<file path="src/rtl/rgbc_pkg.sv">
// ----------------------------------------------------------------------------
// rgbc_pkg
// Shared types and constants of the 3x3 RGB convolution block.
// ----------------------------------------------------------------------------
package rgbc_pkg;

	localparam int MAX_WIDTH      = 2048;
	localparam int COL_BITS       = $clog2(MAX_WIDTH);
	localparam int WIDTH_BITS     = 12;
	localparam int ROW_BITS       = 16;
	localparam int COEF_FRAC_BITS = 8;
	localparam int COEF_BITS      = 4 + COEF_FRAC_BITS;
	localparam int COL_REG_BITS   = 3 * COEF_BITS;
	localparam int PIX_BITS       = 24;
	localparam int TAPS           = 9;
	// 9-bit signed pixel times coefficient, plus growth for nine terms
	localparam int PROD_BITS      = 9 + COEF_BITS;
	localparam int SUM_BITS       = PROD_BITS + 4;

	localparam int APB_DATA_BITS  = 64;
	localparam int APB_ADDR_BITS  = 6;

	localparam logic [WIDTH_BITS-1:0]   WIDTH_RESET  = WIDTH_BITS'(640);
	localparam logic [ROW_BITS-1:0]     HEIGHT_RESET = ROW_BITS'(480);
	localparam logic [COL_REG_BITS-1:0] COEF_RESET   = 36'h01A01A01A;

	typedef enum logic [2:0] {
		REG_WIDTH    = 3'd0,
		REG_HEIGHT   = 3'd1,
		REG_COEF_L   = 3'd2,
		REG_COEF_M   = 3'd3,
		REG_COEF_R   = 3'd4
	} reg_idx_t;

	typedef logic signed [COEF_BITS-1:0] coef_t;
	typedef logic [PIX_BITS-1:0]         pix_word_t;

	typedef struct packed {
		logic [7:0] ch0;
		logic [7:0] ch1;
		logic [7:0] ch2;
	} pix_t;

	typedef struct packed {
		logic [7:0]          out_ch0;
		logic [7:0]          out_ch1;
		logic [7:0]          out_ch2;
		logic [ROW_BITS-1:0] out_row;
		logic [COL_BITS-1:0] out_col;
	} res_t;

	typedef struct packed {
		logic [WIDTH_BITS-1:0]             width;
		logic [ROW_BITS-1:0]               height;
		logic [2:0][COL_REG_BITS-1:0]      coef;   // [0] left column
	} cfg_t;

endpackage

</file>
<file path="src/rtl/rgbc_mac.sv">
// ----------------------------------------------------------------------------
// rgbc_mac
// Nine-tap multiply-accumulate for one channel, shift and clamp to a byte.
// ----------------------------------------------------------------------------
module rgbc_mac (
	input  logic [rgbc_pkg::TAPS-1:0][7:0]  px,
	input  rgbc_pkg::coef_t [rgbc_pkg::TAPS-1:0] coef,
	output logic [7:0]                      y
);
	import rgbc_pkg::*;

	logic signed [PROD_BITS-1:0] prod [TAPS];
	logic signed [SUM_BITS-1:0]  ext  [TAPS];
	logic signed [SUM_BITS-1:0]  sum;

	always_comb begin
		for (int k = 0; k < TAPS; k++) begin
			prod[k] = $signed({1'b0, px[k]}) * $signed(coef[k]);
			ext[k]  = SUM_BITS'(prod[k]);
		end
	end

	// balanced adder tree
	assign sum = ((ext[0] + ext[1]) + (ext[2] + ext[3]))
	           + ((ext[4] + ext[5]) + (ext[6] + ext[7])) + ext[8];

	always_comb begin
		if (sum[SUM_BITS-1]) begin
			y = 8'd0;
		end else if (|sum[SUM_BITS-2:COEF_FRAC_BITS+8]) begin
			y = 8'd255;
		end else begin
			y = sum[COEF_FRAC_BITS +: 8];
		end
	end

endmodule

</file>
<file path="config.mk">
export PLATFORM = sky130hd
export DESIGN_NAME = rgbc_mac
export DESIGN_NICKNAME = d
export VERILOG_FILES = /design/src/rtl/rgbc_pkg.sv /design/src/rtl/rgbc_mac.sv
export SDC_FILE = /design/constraint.sdc
export NUM_CORES = 2
export LEC_CHECK = 0
export BUFFER_PORTS_ARGS = -buffer_cell sky130_fd_sc_hd__buf_2
export CORE_MARGIN = 3
export CORE_UTILIZATION = 50
export DETAILED_ROUTE_END_ITERATION = 10
export PLACE_DENSITY = 0.67
export SETUP_SLACK_MARGIN = 0.2
export SLEW_MARGIN = 20
export SYNTH_ARGS = -nofsm -noshare
export SYNTH_HDL_FRONTEND = slang
export SYNTH_SLANG_ARGS = --single-unit
</file>
<file path="constraint.sdc">
create_clock -name vclk -period 40.8
set_clock_uncertainty 0.1 [all_clocks]
set_input_delay 8.16 -clock vclk [all_inputs]
set_output_delay 8.16 -clock vclk [all_outputs]
set_load 0.005 [all_outputs]
</file>
==> reports/qor.yml <==
status:
  status: "complete, no violations"
global_route:
  antenna_found_initial: 14
  overflow: 0
  grt_max_degree: 13
  first_global_vias: 24452
  gr-usage-all-layers_pct: 25.1
  grt_pass1_wl_um: 136000
sta:
  setup_tns_ps: 0
  max-slew-margin-rel_pct: 24.8
  fin_crit_ps: 25470
  rsz0062_at_grt: "false"
  setup_viol: 0
  hold_ws_ps: 17610
  tightest_slew_ps: 1120
  report.final.slew_viol_count: 0
  post-route-period-util_pct: 62.4
  hold_viol: 0
  max_freq_ghz: 0.0393
floorplan:
  die_w_um: 267
  rows: 95
  fp.dieH_um: 267
  io_pins: 188
  start_util_pct: 50.7
  fp.coreArea_um2: 67400
  dieArea_um2: 71500
clock_tree:
  cts_hold_buf: 0
  cts_resized: 0
  post_cts_buffers: 0
route:
  via_per_inst: 5.01
  drcViolationCount: 0
  drtPass1Iterations: 5
  routed_wl_um: 83400
  wl_per_cell_um: 18.7
  drtAntennaViolNets: 0
  first_iter_violations: 1483
  vias: 22369
synth:
  syn_area_per_cell_um2: 9.85
  ys_seq_area_share_pct: 0
  post-synth-top-area-cell: "fa_1"
  yosys-top-cells-area: "fa_1 61%, inv_1 12%, ha_1 10%, and2_1 9.7%, nand2_1 3.8%"
  syn_inst: 3468
  netlist_area_um2: 34200
  ys_types: 48
  yosysMostFrequentCell: "inv_1"
  yosys-top-cells-count: "1,062 x inv_1, 1,038 x fa_1, 530 x and2_1, 346 x nand2_1, 285 x ha_1"
  synthesis.nets: 4971
  synth.top_cell.area_share_pct: 60.8
  synth_warnings: 0
setup_path:
  critPathMaxFanout: 12
  critical_path_required_ps: 32540
  max_stage_delay_ps: 730
  crit_path_end_kind: "output pin"
  critical_path_class: "in2out"
  cp-start-kind: "primary input"
  path_common_cell: "fa_1"
  cp_slowest_cell: "a2111oi_4"
  cp.arrival_ps: 17210
finish:
  flops_and_latches: 0
  layout.nets: 5086
  syn_to_final_growth_pct: 5.22
  clockBufferCount: 0
  ff_latch_area_um2: 0
  nFillCells: 6164
  multiInputGateArea_um2: 29900
  drive_gt1_share_pct: 5.67
placement:
  io_buffers: 188
  gp_congestion: 0.935
  post-dp-hpwl_um: 78400
job:
  cap_viol_max_count: 0
hold_path:
  hp-class: "in2out"
==> cell families after synthesis <==
group	count (synthesis)	synth area share (%)
AOI/OAI and AO/OA	77	1.54
xor gates and xnor gates	25	0.641
muxes	1	0.0293
buffers and inverters	1137	12.5
adders and majority gates	1323	71.2
and+or+nand+nor	905	14.0
==> critical path, delay by kind of cell <==
kind | cells | cell delay (ps)
fa+ha+maj | 11 | 5470
compound gates | 5 | 1480
simple gates | 4 | 1050
buf+inv | 11 | 1020
==> stage by stage <==
step	cells	area [um^2]	util [%]	worst slack (ps)
2_1_floorplan	3468	34200	-	16280
5_1_grt	4466	35900	53.3	14860
6_report	4468	36000	53.3	15330
4_1_cts	4454	35900	53.3	15340
3_5_place_dp	4454	35900	53.3	15350
3_3_place_gp	4454	35900	53.3	15490
==> final timing paths <==
| kind | from | endpoint | slack [ps] | depth (start not counted) |
|---|---|---|---|---|
| setup / recovery | px[0] | y[2] | 15330 | 31 |
| hold / removal | coef[96] | y[0] | 17610 | 9 |
==> layout by cell type (no fill, tap or decap), drive strengths merged, types with 2 or more instances in the layout <==
master and count:
a211oi 3, and3 3, o21a 6, a21o 4, fa 1038, diode 14
nor2 6, or3 5, nand2 347, nor3 2, buf 188, nand4 2
a21oi 35, nand3 4, a2111oi 2, a31oi 3, xor2 7, and2 531
o21ai 13, inv 1062, a21boi 3, xnor2 18, ha 285
==> routing by layer <==
metal  share of wire [%]  GRT usage, %  up-vias
met5               0.034             0        -
met4                 3.0          6.22        4
met3                 6.7          2.26      108
met2                  49          41.2      735
met1                  41          36.6    11573
li1                    -             -     9949
==> layout make-up <==
cell class / instances / share of cell area (%)
antenna: 14 / 0.0974
inverter: 1062 / 11.1
multi-input combinational: 2331 / 83.2
tap: 873 / 3.04
timing repair buffer: 188 / 2.62
Power is left out: the tool's default activity adds up to more than one toggle a clock period on the data nets, which glitch-free logic cannot reach.
