### config.mk
export PLATFORM = sky130hd
export DESIGN_NAME = rgbc_regs
export DESIGN_NICKNAME = d
export VERILOG_FILES = /design/src/rtl/rgbc_pkg.sv /design/src/rtl/rgbc_regs.sv
export SDC_FILE = /design/constraint.sdc
export NUM_CORES = 1
export LEC_CHECK = 0
export ABC_AREA = 1
export CAP_MARGIN = 20
export CORE_ASPECT_RATIO = 1.25
export CORE_MARGIN = 2
export CORE_UTILIZATION = 60
export CTS_CLUSTER_DIAMETER = 30
export DETAILED_ROUTE_END_ITERATION = 16
export DONT_BUFFER_PORTS = 1
export GPL_ROUTABILITY_DRIVEN = 0
export GPL_TIMING_DRIVEN = 0
export PLACE_DENSITY_LB_ADDON = 0.12
export SYNTH_ARGS = -nofsm -noshare
export SYNTH_HDL_FRONTEND = slang
export SYNTH_SLANG_ARGS = --single-unit
### constraint.sdc
create_clock -name clk -period 1.8 [get_ports clk]
set_input_delay 0.18 -clock clk [delete_from_list [all_inputs] [get_ports clk]]
set_output_delay 0.18 -clock clk [all_outputs]
set_load 0.01 [all_outputs]
### src/rtl/rgbc_pkg.sv
// ----------------------------------------------------------------------------
// rgbc_pkg
// Shared types and constants of the 3x3 RGB convolution block.
// ----------------------------------------------------------------------------
package rgbc_pkg;

	localparam int MAX_WIDTH      = 2048;
	localparam int COL_BITS       = $clog2(MAX_WIDTH);
	localparam int WIDTH_BITS     = 12;
	localparam int ROW_BITS       = 16;
	localparam int COEF_FRAC_BITS = 8;
	localparam int COEF_BITS      = 4 + COEF_FRAC_BITS;
	localparam int COL_REG_BITS   = 3 * COEF_BITS;
	localparam int PIX_BITS       = 24;
	localparam int TAPS           = 9;
	// 9-bit signed pixel times coefficient, plus growth for nine terms
	localparam int PROD_BITS      = 9 + COEF_BITS;
	localparam int SUM_BITS       = PROD_BITS + 4;

	localparam int APB_DATA_BITS  = 64;
	localparam int APB_ADDR_BITS  = 6;

	localparam logic [WIDTH_BITS-1:0]   WIDTH_RESET  = WIDTH_BITS'(640);
	localparam logic [ROW_BITS-1:0]     HEIGHT_RESET = ROW_BITS'(480);
	localparam logic [COL_REG_BITS-1:0] COEF_RESET   = 36'h01A01A01A;

	typedef enum logic [2:0] {
		REG_WIDTH    = 3'd0,
		REG_HEIGHT   = 3'd1,
		REG_COEF_L   = 3'd2,
		REG_COEF_M   = 3'd3,
		REG_COEF_R   = 3'd4
	} reg_idx_t;

	typedef logic signed [COEF_BITS-1:0] coef_t;
	typedef logic [PIX_BITS-1:0]         pix_word_t;

	typedef struct packed {
		logic [7:0] ch0;
		logic [7:0] ch1;
		logic [7:0] ch2;
	} pix_t;

	typedef struct packed {
		logic [7:0]          out_ch0;
		logic [7:0]          out_ch1;
		logic [7:0]          out_ch2;
		logic [ROW_BITS-1:0] out_row;
		logic [COL_BITS-1:0] out_col;
	} res_t;

	typedef struct packed {
		logic [WIDTH_BITS-1:0]             width;
		logic [ROW_BITS-1:0]               height;
		logic [2:0][COL_REG_BITS-1:0]      coef;   // [0] left column
	} cfg_t;

endpackage

### src/rtl/rgbc_regs.sv
// ----------------------------------------------------------------------------
// rgbc_regs
// APB register file: frame size and the three coefficient columns.
// ----------------------------------------------------------------------------
module rgbc_regs (
	input  logic                                clk,
	input  logic                                arst_n,
	input  logic                                psel,
	input  logic                                penable,
	input  logic                                pwrite,
	input  logic [rgbc_pkg::APB_ADDR_BITS-1:0]  paddr,
	input  logic [rgbc_pkg::APB_DATA_BITS-1:0]  pwdata,
	output logic [rgbc_pkg::APB_DATA_BITS-1:0]  prdata,
	output logic                                pready,
	output rgbc_pkg::cfg_t                      cfg
);
	import rgbc_pkg::*;

	reg_idx_t idx;
	logic     wr;
	cfg_t     cfg_q;

	assign idx    = reg_idx_t'(paddr[APB_ADDR_BITS-1:3]);
	assign wr     = psel && penable && pwrite;
	assign pready = 1'b1;
	assign cfg    = cfg_q;

	always_ff @(posedge clk or negedge arst_n) begin
		if (!arst_n) begin
			cfg_q.width   <= WIDTH_RESET;
			cfg_q.height  <= HEIGHT_RESET;
			cfg_q.coef[0] <= COEF_RESET;
			cfg_q.coef[1] <= COEF_RESET;
			cfg_q.coef[2] <= COEF_RESET;
		end else if (wr) begin
			case (idx)
				REG_WIDTH:  cfg_q.width   <= pwdata[WIDTH_BITS-1:0];
				REG_HEIGHT: cfg_q.height  <= pwdata[ROW_BITS-1:0];
				REG_COEF_L: cfg_q.coef[0] <= pwdata[COL_REG_BITS-1:0];
				REG_COEF_M: cfg_q.coef[1] <= pwdata[COL_REG_BITS-1:0];
				REG_COEF_R: cfg_q.coef[2] <= pwdata[COL_REG_BITS-1:0];
				default: ;
			endcase
		end
	end

	always_comb begin
		case (idx)
			REG_WIDTH:  prdata = APB_DATA_BITS'(cfg_q.width);
			REG_HEIGHT: prdata = APB_DATA_BITS'(cfg_q.height);
			REG_COEF_L: prdata = APB_DATA_BITS'(cfg_q.coef[0]);
			REG_COEF_M: prdata = APB_DATA_BITS'(cfg_q.coef[1]);
			REG_COEF_R: prdata = APB_DATA_BITS'(cfg_q.coef[2]);
			default:    prdata = '0;
		endcase
	end

endmodule

==> results.yml, run 1 <==
status:
  status: "complete, but fails checks"
  violations: "negative hold slack"
pwr:
  irDropWorstVdd_mv: 0.780
  power.density_nw_per_um2: 1170
  static-leakage-power_nw: 3.92
synth:
  synth.avg_cell_area_um2: 8.40
  syn_inst: 797
  async_reset_ff_share_pct: 100
  synth_area_leaders: "dfrtp_1 39%, nand2_1 15%, dfstp_2 13%"
  ys_warn_count: 0
  syn_area_um2: 6690
  yosysMostFrequentCell: "nand2_1"
  synth_area_leader_cell: "dfrtp_1"
  synth.top_cell.area_share_pct: 38.5
  seq_area_frac_synth_pct: 51.5
  synth-edff-count: 0
  yosysUniqueCellTypes: 24
  ys_ff_latch: 136
  synth_flop_cell: "dfrtp_1"
  netlist_top_cells_count: "263 x nand2_1, 103 x dfrtp_1, 82 x inv_1, 60 x o21ai_0, 40 x o21ai_1"
sta:
  fin_hold_ws_ns: -0.542
  period_needed_ns: 1.59
  finalSetupTns_ns: 0
  setup_viol: 0
  worst_pin_slew_ns: 0.599
  rsz0062_at_grt: "no"
  worst_clock_skew_ns: 0
  fmax_ghz: 0.629
  timing.final.max_slew_violations: 0
  period_share_pct: 88.3
  slew_headroom_pct: 60.0
  hold_violations: 136
global_route:
  grt_pass1_vias: 5736
  antenna_found_initial: 0
  grt_pass1_wl_um: 31100
  grt_max_degree: 137
  grt_usage_pct: 33.7
  overflow: 0
flow_run:
  cap_violations: 0
critical_path:
  cp.required_ns: 1.62
  cp_max_fo: 10
  cp-start-kind: "input pin"
  crit_type: "in2out"
  slowest_stage: "o211ai_1"
  cp_cell_sequence: "buf_2 -> nand3_2 -> buf_1 -> o211ai_1"
  reg2reg_from: "cfg[63]"
  r2r_end: "cfg[63]"
  reg2reg_slack_ns: 0.95
  cp-end-kind: "output pin"
  startpoint: "paddr[3]"
  slowest_delay_ns: 0.43
  crit_end: "prdata[19]"
  r2r_cells: 2
  arrival_ns: 1.41
layout:
  syn_to_final_growth_pct: 17.9
  final_area_um2: 7890
  drive_gt1_share_pct: 19.8
  finalNetCount: 954
  diodes: 0
  fillers: 848
  largest_reg_flops: 136
drt:
  antenna_left: 0
  drt-wirelength-per-cell_um: 19.7
  drtIter0Drc: 429
  vias: 5849
  wl_um: 20300
  drc: 0
  vias_per_cell: 5.70
  dr.pass1.iters: 5
floorplanning:
  initial_utilization_pct: 61.0
  die_h_um: 122
  fp-row-count: 43
  coreArea_um2: 11000
  die_w_um: 98.5
  io_pins: 276
  die_area_um2: 12000
placement:
  dpl-instance-area_um2: 6960
  io_buffers: 0
  dpl.hpwl_um: 13700
clock_tree:
  cts-buffers-inserted: 17
  clk_pin_slew_ns: 0.06
  h-tree-depth: 4
  clk_latency_ns: 0.42
  post_cts_buffers: 0
  cts_sinks: 136
  cts-hold-fix-buffers: 36
  cts_tree: "built"
  cts_max_path_buffers: 2
  cts_root_buf: "clkbuf_16"
min_path:
  hold_path_class: "in2async"
==> per-stage QoR <==
stage               instances  power (mW)  utilization [%]  worst slack [ns]
floorplan                 824        5.40                -             0.509
global placement          959        5.73             63.4            0.0781
detailed placement        959        5.81             63.4            0.0741
CTS                      1027        9.20             71.9            0.0743
global route             1027        9.58             71.9             0.114
finish                   1027        9.21             71.9             0.210
==> cell type report <==
type,instances,area (um^2),share of cell area (%)
Inverter,85,319,4.04
Multi-Input combinational cell,527,2520,32.0
Sequential cell,136,3440,43.6
Timing Repair Buffer,36,360,4.57
Clock inverter,11,97.6,1.24
Tap cell,135,169,2.14
Clock buffer,21,470,5.96
Buffer,76,508,6.44
==> per-layer routing <==
| metal | GRT usage, % | part of all wire (%) | vias up |
|---|---|---|---|
| li1 | - | - | 2663 |
| met4 | 15.8 | 3.0 | 0 |
| met3 | 10.6 | 11 | 56 |
| met1 | 38.9 | 35 | 2775 |
| met5 | 0 | 0 | - |
| met2 | 57.3 | 51 | 355 |
==> timing repair <==
action | 4_1_cts | 5_1_grt
setup endpoints to repair | 0 | 7
gates resized for setup | 0 | 2
hold endpoints to repair | 255 | 136
==> worst max-delay path: cells and delay by family <==
family,cells,cell delay (ns)
compound gates,1,0.43
buf+inv,2,0.54
simple gates,1,0.26
==> cells by family (layout without fill, tap and decap cells) <==
family          Yosys count  after routing  synth area share, %
buf+inv                 161            229                 12.3
flops                   136            136                 51.5
simple gates            342            342                 21.6
other cells               2             29                0.112
compound gates          156            156                 14.4
==> worst min-delay path by stage <==
| stage | end | start | slack [ns] |
|---|---|---|---|
| detailed placement | cfg[112] | arst_n | -0.11 |
| finish | cfg[109] | arst_n | -0.54 |
| floorplan | cfg[0] | arst_n | -0.12 |
| CTS | cfg[29] | arst_n | -0.56 |
| global placement | cfg[74] | arst_n | -0.11 |
| global route | cfg[70] | arst_n | -0.56 |
==> placed cells by master (no fill, tap or decap), types with 2 or more instances in the layout <==
master,n
buf_1,4
nand4_1,32
o21ai_0,60
inv_2,3
nor2_1,21
conb_1,29
buf_2,21
clkinv_2,4
clkbuf_1,8
o21ai_2,36
clkbuf_16,17
nand3_2,3
dlygate4sd3_1,36
o21ai_1,40
dfstp_2,33
inv_1,82
nand2_1,263
nand3_1,17
clkbuf_8,3
buf_4,34
o211ai_1,20
buf_6,9
nor2_2,2
clkinvlp_4,4
dfrtp_1,103
==> report_power, final <==
part	leakage [nW]	switching, mW	internal (mW)
Sequential	1.65	0.904	3.76
Clock	0.271	1.35	2.00
Combinational	2.00	0.719	0.481
Note: power is estimated with default switching activity, not from simulation.
==> run 2, diff against run 1 <==
ABC_AREA = not set   (was 1)
==> results.yml, run 2 <==
status:
  status: "complete, but fails checks"
  violations: "negative hold slack"
synth:
  async_reset_ff_share_pct: 100
  syn_inst: 467
  synth_area_leader_cell: "dfrtp_1"
  synth.top_cell.area_share_pct: 40.0
  synth.avg_cell_area_um2: 13.8
  synth_flop_cell: "dfrtp_1"
  yosysUniqueCellTypes: 27
  synth_area_leaders: "dfrtp_1 40%, mux2_2 19%, dfstp_2 13%"
  ys_warn_count: 0
  yosysMostFrequentCell: "mux2_2"
  synth-edff-count: 0
  syn_area_um2: 6450
  seq_area_frac_synth_pct: 53.4
  ys_ff_latch: 136
  netlist_top_cells_count: "106 x mux2_2, 103 x dfrtp_1, 36 x buf_4, 33 x dfstp_2"
sta:
  fin_hold_ws_ns: -0.537
  hold_violations: 136
  worst_clock_skew_ns: 0
  period_share_pct: 94.8
  timing.final.max_slew_violations: 0
  period_needed_ns: 1.71
  setup_viol: 0
  fmax_ghz: 0.586
  worst_pin_slew_ns: 0.625
  finalSetupTns_ns: 0
  rsz0062_at_grt: "no"
  slew_headroom_pct: 58.3
floorplanning:
  die_h_um: 120
  initial_utilization_pct: 61.3
  coreArea_um2: 10500
  die_w_um: 96.7
  fp-row-count: 42
  die_area_um2: 11600
  io_pins: 276
global_route:
  grt_pass1_wl_um: 25400
  grt_usage_pct: 28.5
  grt_pass1_vias: 4395
  overflow: 0
  antenna_found_initial: 0
  grt_max_degree: 137
layout:
  utilization_pct: 72.9
  diodes: 0
  final_common_cell: "mux2_2"
  syn_to_final_growth_pct: 18.8
  final_cell_mix: "106 x mux2_2, 103 x dfrtp_1, 36 x buf_4, 36 x dlygate4sd3_1, 33 x dfstp_2"
  layout.cells.non_filler: 694
  largest_reg_flops: 136
  final_area_um2: 7660
  drive_gt1_share_pct: 42.0
  finalNetCount: 624
clock_tree:
  cts_root_buf: "clkbuf_16"
  cts-hold-fix-buffers: 36
  cts_tree: "built"
  cts_sinks: 136
  clk_pin_slew_ns: 0.06
  post_cts_buffers: 0
  h-tree-depth: 4
  cts-buffers-inserted: 17
  clk_latency_ns: 0.41
  cts_max_path_buffers: 2
min_path:
  hold_path_class: "in2async"
critical_path:
  arrival_ns: 1.53
  path_buf_inv: 0
  path_delay_family: "flip-flops"
  cp_max_fo: 3
  cp_cell_sequence: "mux2_2 -> a32oi_1 -> o21ai_0"
  cp-end-kind: "output pin"
  slowest_stage: "dfrtp_1"
  cp-start-kind: "register"
  cp.required_ns: 1.62
  slowest_delay_ns: 0.44
  crit_type: "reg2out"
placement:
  dp.cells: 626
  dpl-instance-area_um2: 6710
  io_buffers: 0
  dpl.hpwl_um: 10900
pwr:
  p_int_mw: 6.55
  irDropWorstVdd_mv: 0.816
  static-leakage-power_nw: 3.48
  seqPwrFrac_pct: 50.7
  power_frac_clock_pct: 36.6
  switching_share_pct: 29.1
  power.density_nw_per_um2: 1210
  p_comb_share_pct: 12.8
  p_sw_mw: 2.69
drt:
  vias: 4203
  wl_um: 16200
  antenna_left: 0
  dr.pass1.iters: 4
  drc: 0
  drtIter0Drc: 175
  drt-wirelength-per-cell_um: 23.4
  vias_per_cell: 6.06
flow_run:
  cap_violations: 0
run 2: cell types whose count changed in the layout (fill, tap and decap cells not counted), moves of 20 or more:
cell      before  now
nand2_1      263   21
mux2_2         0  106
inv_1         82    1
o21ai_1       40    1
o21ai_2       36    0
mux2_1         0   32
nand4_1       32    0
o21ai_0       60   31
mux2i_1        0   24
nor2_1        21    1
o211ai_1      20    0
run 2: final cells by class:
cell class,instances,area [um^2]
flip-flops and latches,136,3440
inverters,1,3.75
clock inverters,10,92.6
fillers,724,2850
clock buffers,22,494
plain buffers,59,437
repair buffers,36,360
well taps,132,165
multi-input cells,298,2660
run 2: path summary, 6_finish.rpt:
| path | from | endpoint | slack, ns | cells past startpoint |
|---|---|---|---|---|
| max reg2reg | cfg[95] | cfg[95] | 0.92 | 1 |
| max in group asynchronous | arst_n | cfg[113] | 2.04 | 0 |
| min reg2reg | cfg[91] | cfg[91] | 0.58 | 1 |
| min | arst_n | cfg[34] | -0.54 | 0 |
| min in group clk | paddr[3] | cfg[125] | 0.07 | 2 |
| max | cfg[0] | prdata[0] | 0.09 | 3 |
run 2: repair_timing:
item                       CTS  global route
gates resized for setup      0             1
setup endpoints to repair    0             1
hold endpoints to repair   272           136
run 2: metrics by stage:
step                setup slack [ns]  power, mW  hold slack, ns
finish                        0.0944       9.24          -0.537
detailed placement             0.103       5.81          -0.112
global placement              0.0988       5.73          -0.113
floorplan                      0.449       5.43          -0.116
global route                 0.00788       9.62          -0.551
CTS                           0.0726       9.28          -0.543
run 2: layer usage:
layer  global-route usage [%]  part of all wire (%)
met1                     33.9                    39
met2                     48.6                    51
met3                     9.32                   8.3
met4                     10.0                   1.7
met5                        0                     0
run 2: cells by family after synthesis:
logic type | share of synthesized area (%)
simple gates | 3.09
other cells | 0.117
compound gates | 6.37
flops | 53.4
mux | 30.2
buf+inv | 6.83
run 2: power groups by stage:
stage | clock [mW] | sequential [mW] | combinational, mW
2_1_floorplan | 0 | 4.49 | 0.942
3_3_place_gp | 0 | 4.70 | 1.03
3_5_place_dp | 0 | 4.73 | 1.08
4_1_cts | 3.42 | 4.68 | 1.18
5_1_grt | 3.57 | 4.76 | 1.29
6_report | 3.38 | 4.68 | 1.18
==> run 3, diff against run 2 <==
GPL_TIMING_DRIVEN = 1   (was 0)
==> results.yml, run 3 (same netlist as run 2, synthesis figures left out) <==
critical_path:
  cp_max_fo: 3
  arrival_ns: 1.55
  startpoint: "cfg[46]"
  path_buf_inv: 1
  r2r_cells: 1
  crit_end: "prdata[10]"
  cp-end-kind: "output pin"
  slowest_stage: "dfrtp_2"
  slowest_delay_ns: 0.44
  cp.required_ns: 1.62
  reg2reg_from: "cfg[105]"
  critical_path_depth: 4
  cp-start-kind: "register"
  path_delay_family: "flip-flops"
  crit_type: "reg2out"
  reg2reg_slack_ns: 0.94
  r2r_end: "cfg[105]"
  cp_cell_sequence: "mux2_2 -> a32oi_1 -> o21ai_0 -> buf_4"
clock_tree:
  post_cts_buffers: 0
  cts_tree: "built"
  h-tree-depth: 4
  cts-hold-fix-buffers: 36
  cts_root_buf: "clkbuf_16"
  clk_latency_ns: 0.40
  cts_sinks: 136
  cts_max_path_buffers: 2
  clk_pin_slew_ns: 0.06
  cts-buffers-inserted: 17
flow_run:
  cap_violations: 0
drt:
  vias_per_cell: 6.05
  vias: 4006
  drc: 0
  antenna_left: 0
  drtIter0Drc: 152
  drt-wirelength-per-cell_um: 22.8
  wl_um: 15100
  dr.pass1.iters: 5
floorplanning:
  coreArea_um2: 10500
  die_area_um2: 11600
  die_h_um: 120
  die_w_um: 96.7
  initial_utilization_pct: 61.3
  fp-row-count: 42
  io_pins: 276
global_route:
  grt_usage_pct: 26.5
  antenna_found_initial: 0
  grt_pass1_wl_um: 23800
  grt_max_degree: 137
  overflow: 0
  grt_pass1_vias: 4256
pwr:
  p_sw_mw: 2.64
  seqPwrFrac_pct: 50.8
  power_frac_clock_pct: 36.8
  power.density_nw_per_um2: 1230
  p_comb_share_pct: 12.4
  totalPowerFinal_mw: 9.21
  switching_share_pct: 28.7
  p_int_mw: 6.57
  irDropWorstVdd_mv: 0.815
  static-leakage-power_nw: 3.33
placement:
  dp.cells: 594
  io_buffers: 0
  dpl.hpwl_um: 9800
  place_ws_ns: 0.237
layout:
  fillers: 725
  final_cell_mix: "106 x mux2_2, 94 x dfrtp_1, 36 x dlygate4sd3_1, 33 x dfstp_2, 32 x mux2_1"
  finalNetCount: 592
  utilization_pct: 71.1
  diodes: 0
  syn_to_final_growth_pct: 15.9
  largest_reg_flops: 136
  drive_gt1_share_pct: 42.3
  final_common_cell: "mux2_2"
  layout.cells.non_filler: 662
sta:
  finalSetupTns_ns: 0
  slew_headroom_pct: 33.0
  worst_clock_skew_ns: 0
  hold_violations: 136
  fin_hold_ws_ns: -0.530
  worst_pin_slew_ns: 1.00
  setup_viol: 0
  timing.final.max_slew_violations: 0
  fmax_ghz: 0.579
  period_needed_ns: 1.73
  fin_ws_ns: 0.0716
  period_share_pct: 96.0
  rsz0062_at_grt: "no"
min_path:
  hold_path_class: "in2async"
status:
  status: "complete, but fails checks"
  violations: "negative hold slack"
[run 3: changes by cell type in the layout (fill, tap and decap cells not counted), sizes merged]
| cell | before | now |
|---|---|---|
| buf | 50 | 27 |
| bufinv | 1 | 2 |
| clkbuf | 31 | 18 |
| clkinv | 4 | 5 |
| inv | 2 | 4 |
[run 3: power groups by stage]
stage               clock, mW  combinational [mW]  sequential, mW
CTS                      3.45                1.15            4.68
finish                   3.39                1.14            4.68
detailed placement          0                1.05            4.72
floorplan                   0               0.942            4.49
global placement            0                1.00            4.69
global route             3.60                1.26            4.76
[run 3: worst min-delay path by stage]
stage               slack, ns       end   start  cells past startpoint
finish                  -0.53  cfg[106]  arst_n                      0
global placement        -0.11  cfg[106]  arst_n                      0
floorplan               -0.12    cfg[0]  arst_n                      0
CTS                     -0.55   cfg[31]  arst_n                      0
detailed placement      -0.11   cfg[70]  arst_n                      0
global route            -0.56   cfg[70]  arst_n                      0
[run 3: area by class of cell]
| type | count | area, um^2 | area share [%] |
|---|---|---|---|
| Sequential cell | 136 | 3460 | 46.3 |
| Clock inverter | 14 | 149 | 1.99 |
| Inverter | 1 | 3.75 | 0.0503 |
| Clock buffer | 18 | 439 | 5.88 |
| Tap cell | 132 | 165 | 2.21 |
| Timing Repair Buffer | 63 | 588 | 7.87 |
| Multi-Input combinational cell | 298 | 2670 | 35.7 |
[run 3: per-stage QoR]
stage	area, um^2	hold slack, ns
finish	7470	-0.530
global placement	6510	-0.113
global route	7470	-0.557
detailed placement	6510	-0.113
CTS	7460	-0.546
floorplan	6550	-0.116
[run 3: repair_timing]
item | CTS | global route
hold endpoints to repair | 272 | 136
endpoints found under the setup margin | 0 | 7
resized for setup | 0 | 14
[run 3: layer usage]
layer	vias up	GRT usage [%]	share of wire (%)
li1	1745	-	-
met1	2070	32.2	40
met2	175	44.6	51
met3	16	9.38	7.2
met4	0	8.19	1.6
met5	-	0	0
